### src/rtl/priority_task_dispatcher_core_macros.svh
// Assertion macros shared by the dispatcher RTL.
// No dependencies; expects clk and rst_n in the including scope.
`ifndef PRIORITY_TASK_DISPATCHER_CORE_MACROS_SVH
`define PRIORITY_TASK_DISPATCHER_CORE_MACROS_SVH

// same-cycle implication
`define PTD_ASSERT_NOW(label, ante, cons, msg) \
    label: assert property (@(posedge clk) disable iff (!rst_n) (ante) |-> (cons)) \
        else $error(msg);

// next-cycle implication
`define PTD_ASSERT_NEXT(label, ante, cons, msg) \
    label: assert property (@(posedge clk) disable iff (!rst_n) (ante) |=> (cons)) \
        else $error(msg);

`endif

### src/rtl/ptd_pkg.sv
// Types shared by the priority task dispatcher modules.
// No dependencies.
package ptd_pkg;

    typedef struct packed {
        logic [7:0]  task_id;
        logic [7:0]  priority_req;
        logic [15:0] run_ticks;
    } entry_t;

    typedef struct packed {
        logic   insert;
        logic   pop;
        entry_t new_entry;
    } cell_cmd_t;

endpackage

### src/rtl/ptd_cell.sv
// One slot of the sorted task queue.
// Depends on ptd_pkg.
module ptd_cell #(
    parameter int IDX = 0,
    parameter int CW  = 5
) (
    input  logic              clk,
    input  ptd_pkg::cell_cmd_t cmd,
    input  logic [CW-1:0]     count,
    input  ptd_pkg::entry_t   prev_entry,
    input  logic              prev_gt,
    input  ptd_pkg::entry_t   next_entry,
    output ptd_pkg::entry_t   entry,
    output logic              gt
);

    ptd_pkg::entry_t entry_reg;
    ptd_pkg::entry_t entry_next;
    logic            valid;

    assign valid = (count > CW'(IDX));
    assign gt    = !valid || (cmd.new_entry.priority_req > entry_reg.priority_req);
    assign entry = entry_reg;

    always_comb
    begin
        entry_next = entry_reg;
        priority if (cmd.insert)
        begin
            if (prev_gt)
            begin
                entry_next = prev_entry;
            end
            else if (gt)
            begin
                entry_next = cmd.new_entry;
            end
        end
        else if (cmd.pop)
        begin
            entry_next = next_entry;
        end
        else
        begin
            entry_next = entry_reg;
        end
    end

    always_ff @(posedge clk)
    begin
        entry_reg <= entry_next;
    end

endmodule

### src/rtl/ptd_queue.sv
// Priority queue built as a chain of ptd_cell slots plus the fill count.
// Depends on ptd_pkg and ptd_cell.
module ptd_queue #(
    parameter int DEPTH = 16,
    parameter int CW    = 5
) (
    input  logic               clk,
    input  logic               rst_n,
    input  ptd_pkg::cell_cmd_t cmd,
    output ptd_pkg::entry_t    head,
    output logic [CW-1:0]      count,
    output logic [CW-1:0]      count_after
);

    ptd_pkg::entry_t ent [DEPTH];
    logic            gt  [DEPTH];
    logic [CW-1:0]   count_reg;
    logic [CW-1:0]   count_next;

    always_comb
    begin
        count_next = count_reg;
        if (cmd.insert)
        begin
            count_next = count_reg + CW'(1);
        end
        else if (cmd.pop)
        begin
            count_next = count_reg - CW'(1);
        end
    end

    always_ff @(posedge clk or negedge rst_n)
    begin
        if (!rst_n)
        begin
            count_reg <= '0;
        end
        else
        begin
            count_reg <= count_next;
        end
    end

    for (genvar i = 0; i < DEPTH; i++)
    begin : g_cell
        ptd_pkg::entry_t p_entry;
        ptd_pkg::entry_t n_entry;
        logic            p_gt;

        if (i == 0)
        begin : g_first
            assign p_entry = ent[0];
            assign p_gt    = 1'b0;
        end
        else
        begin : g_mid
            assign p_entry = ent[i-1];
            assign p_gt    = gt[i-1];
        end

        if (i == DEPTH - 1)
        begin : g_last
            assign n_entry = ent[i];
        end
        else
        begin : g_inner
            assign n_entry = ent[i+1];
        end

        ptd_cell #(
            .IDX (i),
            .CW  (CW)
        ) u_cell (
            .clk        (clk),
            .cmd        (cmd),
            .count      (count_reg),
            .prev_entry (p_entry),
            .prev_gt    (p_gt),
            .next_entry (n_entry),
            .entry      (ent[i]),
            .gt         (gt[i])
        );
    end

    assign head        = ent[0];
    assign count       = count_reg;
    assign count_after = count_next;

endmodule

### src/rtl/priority_task_dispatcher_core.sv
// Priority task dispatcher: input stream, sorted queue, one processing station.
// Depends on ptd_pkg, ptd_queue and priority_task_dispatcher_core_macros.svh.
//
// Usage: each input item on s_* is either a tick (s_tuser = 0) or a task
// arrival (s_tuser = 1) with id, priority and processing time in s_tdata.
// Every accepted item yields exactly one result item on m_*, reporting a
// dispatch (if the tick moved a task into the station), the queue fill after
// the item, running dispatch and tick counters, and a drop flag for arrivals
// that met a full queue. Tasks wait in a chain of QUEUE_DEPTH cells kept
// sorted by priority, equal priorities in arrival order; an arrival shifts
// the lower cells down, a dispatch shifts all cells up.
// The result is registered and appears in the cycle after the item is accepted.
// Throughput: one item per cycle while m_tready allows, set by the insert or pop of the cell chain.
// The result sits in an output register; a new item is taken in the same
// cycle the waiting result is taken. While m_tready is low the result holds
// and s_tready stays low. Reset empties the queue, idles the station and
// clears both counters; no clearing pass is needed.
`include "priority_task_dispatcher_core_macros.svh"

module priority_task_dispatcher_core #(
    parameter int QUEUE_DEPTH = 16
) (
    input  logic        clk,
    input  logic        rst_n,
    input  logic        s_tvalid,
    output logic        s_tready,
    input  logic [31:0] s_tdata,   // task_id[7:0], priority_req[15:8], run_ticks[31:16]
    input  logic        s_tuser,   // kind[0]
    output logic        m_tvalid,
    input  logic        m_tready,
    output logic [87:0] m_tdata,   // out_task_id[7:0], out_priority[15:8],
                                   // out_proc_time[31:16], waiting_count[36:32],
                                   // dispatch_total[52:37], tick_number[84:53], zero
    output logic [1:0]  m_tuser    // dispatched[0], dropped[1]
);

    localparam int CW = $clog2(QUEUE_DEPTH + 1);

    ptd_pkg::cell_cmd_t cmd;
    ptd_pkg::entry_t    head;
    ptd_pkg::entry_t    in_entry;
    logic [CW-1:0]      q_count;
    logic [CW-1:0]      q_count_after;

    logic               accept;
    logic               is_arrival;
    logic               q_full;
    logic               do_dispatch;
    logic [15:0]        elapsed_inc;

    logic               busy_reg,     busy_next;
    logic [15:0]        proc_reg,     proc_next;
    logic [15:0]        elapsed_reg,  elapsed_next;
    logic [31:0]        tick_reg,     tick_next;
    logic [15:0]        disp_cnt_reg, disp_cnt_next;

    logic               out_valid_reg;
    logic               dispatched_reg;
    logic               dropped_reg;
    ptd_pkg::entry_t    out_entry_reg;
    logic [4:0]         waiting_reg;
    logic [15:0]        total_reg;
    logic [31:0]        tick_out_reg;

    assign s_tready   = !out_valid_reg || m_tready;
    assign accept     = s_tvalid && s_tready;
    assign is_arrival = s_tuser;
    assign in_entry   = {s_tdata[7:0], s_tdata[15:8], s_tdata[31:16]};
    assign q_full     = (q_count == CW'(QUEUE_DEPTH));
    assign do_dispatch = accept && !is_arrival && !busy_reg && (q_count != '0);
    assign elapsed_inc = elapsed_reg + 16'd1;

    assign cmd.insert    = accept && is_arrival && !q_full;
    assign cmd.pop       = do_dispatch;
    assign cmd.new_entry = in_entry;

    ptd_queue #(
        .DEPTH (QUEUE_DEPTH),
        .CW    (CW)
    ) u_queue (
        .clk         (clk),
        .rst_n       (rst_n),
        .cmd         (cmd),
        .head        (head),
        .count       (q_count),
        .count_after (q_count_after)
    );

    always_comb
    begin
        busy_next     = busy_reg;
        proc_next     = proc_reg;
        elapsed_next  = elapsed_reg;
        tick_next     = tick_reg;
        disp_cnt_next = disp_cnt_reg;
        if (accept && !is_arrival)
        begin
            tick_next = tick_reg + 32'd1;
            if (do_dispatch)
            begin
                busy_next     = 1'b1;
                proc_next     = head.run_ticks;
                elapsed_next  = '0;
                disp_cnt_next = disp_cnt_reg + 16'd1;
            end
            else if (busy_reg)
            begin
                if (elapsed_inc >= proc_reg)
                begin
                    busy_next    = 1'b0;
                    elapsed_next = '0;
                end
                else
                begin
                    elapsed_next = elapsed_inc;
                end
            end
        end
    end

    always_ff @(posedge clk or negedge rst_n)
    begin
        if (!rst_n)
        begin
            busy_reg      <= 1'b0;
            proc_reg      <= '0;
            elapsed_reg   <= '0;
            tick_reg      <= '0;
            disp_cnt_reg  <= '0;
            out_valid_reg <= 1'b0;
        end
        else
        begin
            busy_reg     <= busy_next;
            proc_reg     <= proc_next;
            elapsed_reg  <= elapsed_next;
            tick_reg     <= tick_next;
            disp_cnt_reg <= disp_cnt_next;
            if (accept)
            begin
                out_valid_reg <= 1'b1;
            end
            else if (m_tready)
            begin
                out_valid_reg <= 1'b0;
            end
        end
    end

    always_ff @(posedge clk)
    begin
        if (accept)
        begin
            dispatched_reg <= do_dispatch;
            dropped_reg    <= is_arrival && q_full;
            out_entry_reg  <= do_dispatch ? head : '0;
            waiting_reg    <= 5'(q_count_after);
            total_reg      <= disp_cnt_next;
            tick_out_reg   <= tick_reg;
        end
    end

    assign m_tvalid = out_valid_reg;
    assign m_tuser  = {dropped_reg, dispatched_reg};
    assign m_tdata  = {3'b000, tick_out_reg, total_reg, waiting_reg,
                       out_entry_reg.run_ticks, out_entry_reg.priority_req,
                       out_entry_reg.task_id};

    `PTD_ASSERT_NOW(a_count_bound, 1'b1, q_count <= CW'(QUEUE_DEPTH),
        "queue count above depth")
    `PTD_ASSERT_NEXT(a_full_drop, accept && is_arrival && q_full,
        out_valid_reg && dropped_reg && !dispatched_reg, "full-queue arrival not dropped")
    `PTD_ASSERT_NEXT(a_idle_dispatch, accept && !is_arrival && !busy_reg && q_count != '0,
        dispatched_reg && busy_reg, "idle tick with waiting tasks did not dispatch")
    `PTD_ASSERT_NOW(a_disp_busy, out_valid_reg && dispatched_reg, busy_reg,
        "dispatch reported while station idle")
    `PTD_ASSERT_NEXT(a_arrival_no_tick, accept && is_arrival, $stable(tick_reg),
        "arrival advanced the tick counter")

endmodule

### config.mk
export PLATFORM = sky130hd
export DESIGN_NAME = priority_task_dispatcher_core
export DESIGN_NICKNAME = d
export VERILOG_FILES = /design/src/rtl/ptd_pkg.sv /design/src/rtl/ptd_cell.sv /design/src/rtl/ptd_queue.sv /design/src/rtl/priority_task_dispatcher_core.sv
export VERILOG_INCLUDE_DIRS = /design/src /design/src/rtl
export SDC_FILE = /design/constraint.sdc
export NUM_CORES = 2
export LEC_CHECK = 0
export BUFFER_PORTS_ARGS = -buffer_cell sky130_fd_sc_hd__buf_2
export CAP_MARGIN = 30
export CORE_ASPECT_RATIO = 1.25
export CORE_MARGIN = 1.5
export CORE_UTILIZATION = 65
export DETAILED_ROUTE_END_ITERATION = 8
export GPL_TIMING_DRIVEN = 0
export PLACE_DENSITY_LB_ADDON = 0.08
export SLEW_MARGIN = 25
export SYNTH_ARGS = -nofsm -noshare
export SYNTH_HDL_FRONTEND = slang
export SYNTH_SLANG_ARGS = --single-unit
### constraint.sdc
create_clock -name clk -period 13.6 [get_ports clk]
set_input_delay 0 -clock clk [delete_from_list [all_inputs] [get_ports clk]]
set_output_delay 0 -clock clk [all_outputs]
set_load 0.01 [all_outputs]
Yosys cells after proc, flatten, opt, wreduce, memory -nomap -nowiden
Cells that the tools add are included.
{"block": "totals", "ff_bits": 686, "inputBits": 37, "output_inout_bits": 92}
{"block": "op_classes", "addsub": 5, "n_lt_le_gt_ge": 33, "eq_ne": 16, "muxes": 73, "n_reduce_logical": 67}
{"op": "two-way mux 32 bit", "count": 61}
{"op": "> comparator 8 bit", "count": 16}
{"op": "two-way mux 16 bit", "count": 5}
{"op": "inequality test 3 x 1 -> 1 bit, second input constant", "count": 14}
{"op": "> comparator 5 x 4 -> 1 bit, second input constant", "count": 8}
{"op": "AND reduction 2 bit", "count": 18}
{"op": "adder 16 x 1 -> 16 bit, second input constant", "count": 2}
{"op": "adder 32 x 1 -> 32 bit, second input constant", "count": 1}
{"op": "> comparator 5 x 3 -> 1 bit, second input constant", "count": 4}
{"op": "logical NOT 1 bit", "count": 20}
{"op": "logical OR 1 bit", "count": 17}
{"op": ">= comparator 16 bit", "count": 1}
{"op": "> comparator 5 x 1 -> 1 bit, second input constant", "count": 2}
{"op": "> comparator 5 x 2 -> 1 bit, second input constant", "count": 2}
{"op": "two-way mux 5 bit", "count": 2}
{"op": "nonzero test 2 bit", "count": 4}
{"op": "logical AND 1 bit", "count": 7}
{"op": "adder 5 x 1 -> 5 bit, second input constant", "count": 1}
{"op": "== test 5 bit, second input constant", "count": 1}
{"op": "two-way mux 1 bit", "count": 5}
{"op": "nonzero test 5 bit", "count": 1}
{"op": "subtractor 5 x 1 -> 5 bit, second input constant", "count": 1}
{"op": "inequality test 2 x 1 -> 1 bit, second input constant", "count": 1}

Depth between registers and ports, before layout
{"block": "depth", "ltp_word": 8, "depth_mapped": 13, "ltp_nobuf": 12}

Hierarchy
From an unflattened synthesis, not the netlist that was laid out.
{"block": "hier_totals", "hier_cells": 3312, "area_unflattened_um2": 37373.3}
{"module": "priority_task_dispatcher_core", "instances": 1, "cells_per_inst": 530, "area_each_um2": 6969.2, "seq_area_each_um2": 4664.5}
{"module": "ptd_cell at u_queue.g_cell[10].u_cell ...", "instances": 2, "cells_per_inst": 172, "area_each_um2": 1885.6, "seq_area_each_um2": 960.9}
{"module": "ptd_cell at u_queue.g_cell[14].u_cell ...", "instances": 2, "cells_per_inst": 171, "area_each_um2": 1880.6, "seq_area_each_um2": 960.9}
{"module": "ptd_cell at u_queue.g_cell[11].u_cell ...", "instances": 2, "cells_per_inst": 174, "area_each_um2": 1871.8, "seq_area_each_um2": 960.9}
{"module": "ptd_cell at u_queue.g_cell[2].u_cell", "instances": 1, "cells_per_inst": 172, "area_each_um2": 1905.6, "seq_area_each_um2": 960.9}
{"module": "ptd_cell at u_queue.g_cell[15].u_cell", "instances": 1, "cells_per_inst": 172, "area_each_um2": 1893.1, "seq_area_each_um2": 960.9}
{"module": "ptd_cell at u_queue.g_cell[8].u_cell", "instances": 1, "cells_per_inst": 172, "area_each_um2": 1886.8, "seq_area_each_um2": 960.9}
{"module": "ptd_cell at u_queue.g_cell[12].u_cell", "instances": 1, "cells_per_inst": 172, "area_each_um2": 1884.3, "seq_area_each_um2": 960.9}
{"module": "ptd_cell at u_queue.g_cell[13].u_cell", "instances": 1, "cells_per_inst": 172, "area_each_um2": 1883.1, "seq_area_each_um2": 960.9}
{"module": "ptd_cell at u_queue.g_cell[4].u_cell", "instances": 1, "cells_per_inst": 173, "area_each_um2": 1883.1, "seq_area_each_um2": 960.9}
{"module": "ptd_cell at u_queue.g_cell[6].u_cell", "instances": 1, "cells_per_inst": 171, "area_each_um2": 1883.1, "seq_area_each_um2": 960.9}
{"module": "ptd_cell at u_queue.g_cell[0].u_cell", "instances": 1, "cells_per_inst": 172, "area_each_um2": 1880.6, "seq_area_each_um2": 960.9}
{"module": "ptd_cell at u_queue.g_cell[5].u_cell", "instances": 1, "cells_per_inst": 171, "area_each_um2": 1879.3, "seq_area_each_um2": 960.9}
{"module": "ptd_cell at u_queue.g_cell[7].u_cell", "instances": 1, "cells_per_inst": 174, "area_each_um2": 1874.3, "seq_area_each_um2": 960.9}
{"module": "ptd_queue", "instances": 1, "cells_per_inst": 27, "area_each_um2": 275.3, "seq_area_each_um2": 125.1}

Least setup slack after synthesis
OpenSTA, ideal clock, no wires.
{"block": "synth_timing", "path_type": "register -> register", "from": "register out_valid_reg, in the netlist m_tvalid", "to": "register u_queue.g_cell[15].u_cell.entry_reg, in the netlist u_queue.g_cell[15].u_cell.entry[0] (enable)", "setup_time_ns": 0.441, "arrival_ns": 4.286, "required_ns": 13.159, "slack_ns": 8.873, "path_stages_with_launch": 9, "period_less_slack_ns": 4.727, "cell_sequence": "dfrtp_1 nand2b_4 and2_1 buf_2 nand3_2 buf_4 buf_2 buf_2 a31oi_1"}
{"block": "synth_via", "elab_chain_len": 6}
{"item": "from (decl)", "line_no": "priority_task_dispatcher_core.sv:57", "rtl": "logic out_valid_reg;"}
{"item": "from (signal assigned)", "line_no": "priority_task_dispatcher_core.sv:130", "rtl": "out_valid_reg <= 1'b0;"}
{"item": "from (signal assigned)", "line_no": "priority_task_dispatcher_core.sv:141", "rtl": "out_valid_reg <= 1'b1;"}
{"item": "from (signal assigned)", "line_no": "priority_task_dispatcher_core.sv:145", "rtl": "out_valid_reg <= 1'b0;"}
{"item": "logical NOT 1 bit", "line_no": "priority_task_dispatcher_core.sv:65", "rtl": "assign s_tready = !out_valid_reg || m_tready;"}
{"item": "logical OR 1 bit", "line_no": "priority_task_dispatcher_core.sv:65"}
{"item": "via s_tready", "line_no": "priority_task_dispatcher_core.sv:26", "rtl": "output logic s_tready,"}
{"item": "logical AND 1 bit", "line_no": "priority_task_dispatcher_core.sv:66", "rtl": "assign accept = s_tvalid && s_tready;"}
{"item": "via accept", "line_no": "priority_task_dispatcher_core.sv:45", "rtl": "logic accept;"}
{"item": "logical AND 1 bit (2 in a row)", "line_no": "priority_task_dispatcher_core.sv:73", "rtl": "assign cmd.insert = accept && is_arrival && !q_full;"}
{"item": "AND reduction 2 bit (no source line)"}
{"item": "to (signal assigned)", "line_no": "ptd_cell.sv:51", "rtl": "entry_reg <= entry_next;"}
{"item": "to (decl)", "line_no": "ptd_cell.sv:17", "rtl": "ptd_pkg::entry_t entry_reg;"}
The timed path passes the listed nets, and every way through them passes these cells.
A chain may end at the register's enable or synchronous reset.

Worst setup path in the final report
{"block": "layout_timing", "from": "input s_tdata[8]", "to": "register u_queue.g_cell[1].u_cell.entry_reg, in the netlist u_queue.g_cell[1].u_cell.entry[7] (enable)"}
{"block": "layout_via", "elab_chain_len": 4, "elab_cells_between_ends": 6, "cone_classes": "2 x order compare; 1 x eq/ne; 3 x reduce/logical"}
{"item": "from (decl)", "line_no": "priority_task_dispatcher_core.sv:27", "rtl": "input logic [31:0] s_tdata,"}
{"item": "> comparator 8 bit", "line_no": "ptd_cell.sv:22", "rtl": "assign gt = !valid || (cmd.new_entry.priority_req > entry_reg.priority_req);"}
{"item": "logical OR 1 bit", "line_no": "ptd_cell.sv:22"}
{"item": "inequality test 3 x 1 -> 1 bit (no source line) (*)"}
{"item": "AND reduction 2 bit (no source line) (*)"}
{"item": "to (signal assigned)", "line_no": "ptd_cell.sv:51"}
{"item": "to (decl)", "line_no": "ptd_cell.sv:17"}
Mark *: on every way between the ends. The rest lies on a longest branch, timed or not.

==> results_dict.tcl <==
set metrics [dict create \
    antenna_found_initial 1 \
    hold_class "input pin to flop" \
    period_share_pct 31.9 \
    synth_cells 3423 \
    clkTransAtPathRegs_ns 0.06 \
    period_minus_slack_ns 4.34 \
    clk_latency_ns 0.63 \
    dpl-instance-area_um2 38900 \
    avgSynthCellArea_um2 10.7 \
    first_iter_violations 3798 \
    crit_path_frequent_cell "clkbuf_1" \
    cts_max_path_buffers 3 \
    fin_area_um2 41400 \
    grt_pass1_vias 29539 \
    leakagePower_nw 16.4 \
    fin_total_pwr_mw 6.74 \
    synth-async-reset-ratio_pct 12.7 \
    place_hpwl_mm 85.8 \
    drc 0 \
    worst-slew-pin-transition_ns 1.07 \
    critPathMaxFanout 22 \
    rsz0062_at_grt "no" \
    power_density_nw_per_um2 163 \
    critPathLaunchType "input pin" \
    core-area_um2 55800 \
    cap_viol_max_count 0 \
    wl_per_cell_um 25.1 \
    max_freq_mhz 230 \
    cpPeakStageDelay_ns 0.73 \
    rows 97 \
    grt_overflow 0 \
    hold_violations 0 \
    grt_util_all_layers_pct 38.6 \
    regArea_um2 20200 \
    ys_types 72 \
    fp.dieH_um 268 \
    io_pins 129 \
    htreeDepth 3 \
    critPathCaptureType "flop" \
    crit_slowest_cell "clkbuf_1" \
    fin_cells 4469 \
    ys.flop_type "edfxtp_1" \
    fin_skew_ns 0.0199 \
    grt_pass1_wl_mm 169 \
    vias 29421 \
    yosys_warnings 0 \
    syn_area_um2 36600 \
    cts-root-buf "clkbuf_16" \
    place.gp.congestion 0.961 \
    r2r_cells 11 \
    largest_reg_flops 512 \
    area_delta_synth_final_pct 13.3 \
    criticalPathCategory "input pin to flop" \
    cts.sinks 686 \
    dp.cells 4311 \
    ys_seq_area_share_pct 55.2 \
    ys_ff_latch 686 \
    layout_commonest_cell "edfxtp_1" \
    final_cell_mix "edfxtp_1, nand2_1, o21ai_0, buf_2, a21oi_1" \
    worstHoldPathCells 3 \
    multi_input_area_um2 14800 \
    die_x_um 215 \
    finalSetupTns_ns 0 \
    cp.arrival_ns 4.66 \
    ir_drop_mv 0.120 \
    cp_cell_sequence "dlygate4sd3_1, buf_2, clkbuf_1, inv_1, ha_1, nor2b_1, o211ai_1, a21oi_1, o22a_1, clkbuf_1, nor2_1, a31oi_4, buf_16" \
    drt_pass1_iterations 9 \
    port_buffers 125 \
    slew_headroom_pct 29.0 \
    vias_per_cell 6.58 \
    final_max_slew_viol_count 0 \
    synth_edf_count 599 \
    setup_viol_count_final 0 \
    finalNetCount 3863 \
    status "complete, no violations" \
    cts_buffers 70 \
    drive_above_1_share_pct 10.8 \
    nFillCells 3993 \
    start_util_pct 65.5 \
    cts_tree "yes" \
    wirelength_mm 112 \
    fp.dieArea_um2 57700 \
    antenna_cells 0 \
    drtAntennaViolNets 0 \
    grt_max_degree 74 \
    crit_required_ns 13.92 \
]
cell usage after synthesis (all sizes together) (35+ instances only):
library cell / number / area share (%)
edfxtp: 599 / 49
nand2: 410 / 4.2
o21ai: 406 / 5.6
a31oi: 208 / 3.6
a21oi: 207 / 2.9
nor2: 185 / 1.9
mux2i: 175 / 4.8
clkbuf: 161 / 1.7
ha: 152 / 5.2
inv: 139 / 1.4
buf: 117 / 1.9
nand3: 103 / 1.4
dfrtp: 87 / 6.0
o311ai: 51 / 1.2
a22oi: 44 / 0.94
xnor2: 43 / 1.0
a21o: 36 / 0.74
nand4: 36 / 0.63
mux2: 35 / 1.1
path summary, 6_finish.rpt:
check                      slack [ns]                                   to        startpoint
min                              0.20   u_queue.g_cell[3].u_cell.entry[23]       s_tdata[15]
min reg2reg                      0.47                     disp_cnt_reg[15]  disp_cnt_reg[15]
max                              9.26    u_queue.g_cell[1].u_cell.entry[7]        s_tdata[8]
max reg2reg                      9.54  u_queue.g_cell[12].u_cell.entry[11]  u_queue.count[0]
min in group asynchronous        0.47                         tick_reg[25]             rst_n
max in group asynchronous       12.01                     u_queue.count[3]             rst_n
final cells by class:
class	count	area share (%)
clock inverters	29	0.713
flip-flops and latches	686	48.7
plain buffers	278	3.13
well taps	742	2.24
inverters	139	1.26
multi-input cells	2322	35.8
repair buffers	177	3.54
clock buffers	96	4.66
per-layer routing:
metal	global-route usage [%]	share of wire [%]
met3	5.65	9.1
met4	25.2	6.8
met5	0	0.012
met2	63.3	47
met1	48.3	37
logic make-up after synthesis:
logic type / Yosys count / share of synthesized area [%]
compound gates: 1035 / 16.8
simple gates: 862 / 10.6
flops: 686 / 55.2
buf+inv: 417 / 4.95
mux: 210 / 5.87
fa+ha+maj: 152 / 5.20
xor+xnor: 60 / 1.44
other cells: 1 / 0.0103
metrics by stage:
step	utilization (%)	hold slack, ns	worst slack (ns)
2_1_floorplan	-	-0.296	8.87
3_3_place_gp	68.3	0.266	6.85
3_5_place_dp	69.6	-0.157	9.33
4_1_cts	74.2	0.158	9.45
5_1_grt	74.2	0.221	9.20
6_report	74.2	0.202	9.26
what timing repair did:
item / CTS / global route
gates resized for setup: 0 / 0
buffers inserted: 0 / 0
setup endpoints to repair: 0 / 0
hold endpoints to repair: 226 / 0
hold buffers: 32 / 0
report_power, final:
group | internal [mW] | switching, mW | total [mW]
clock | 1.08 | 0.836 | 1.91
sequential | 2.68 | 0.173 | 2.85
combinational | 0.667 | 1.31 | 1.98
total | 4.42 | 2.32 | 6.74
critical path: cells and delay by family:
kind | cells | cell delay, ns
simple gates | 2 | 0.35
buf+inv | 6 | 2.69
fa+ha+maj | 1 | 0.38
compound gates | 4 | 1.20
No activity file was read; power rests on OpenSTA's default activity.
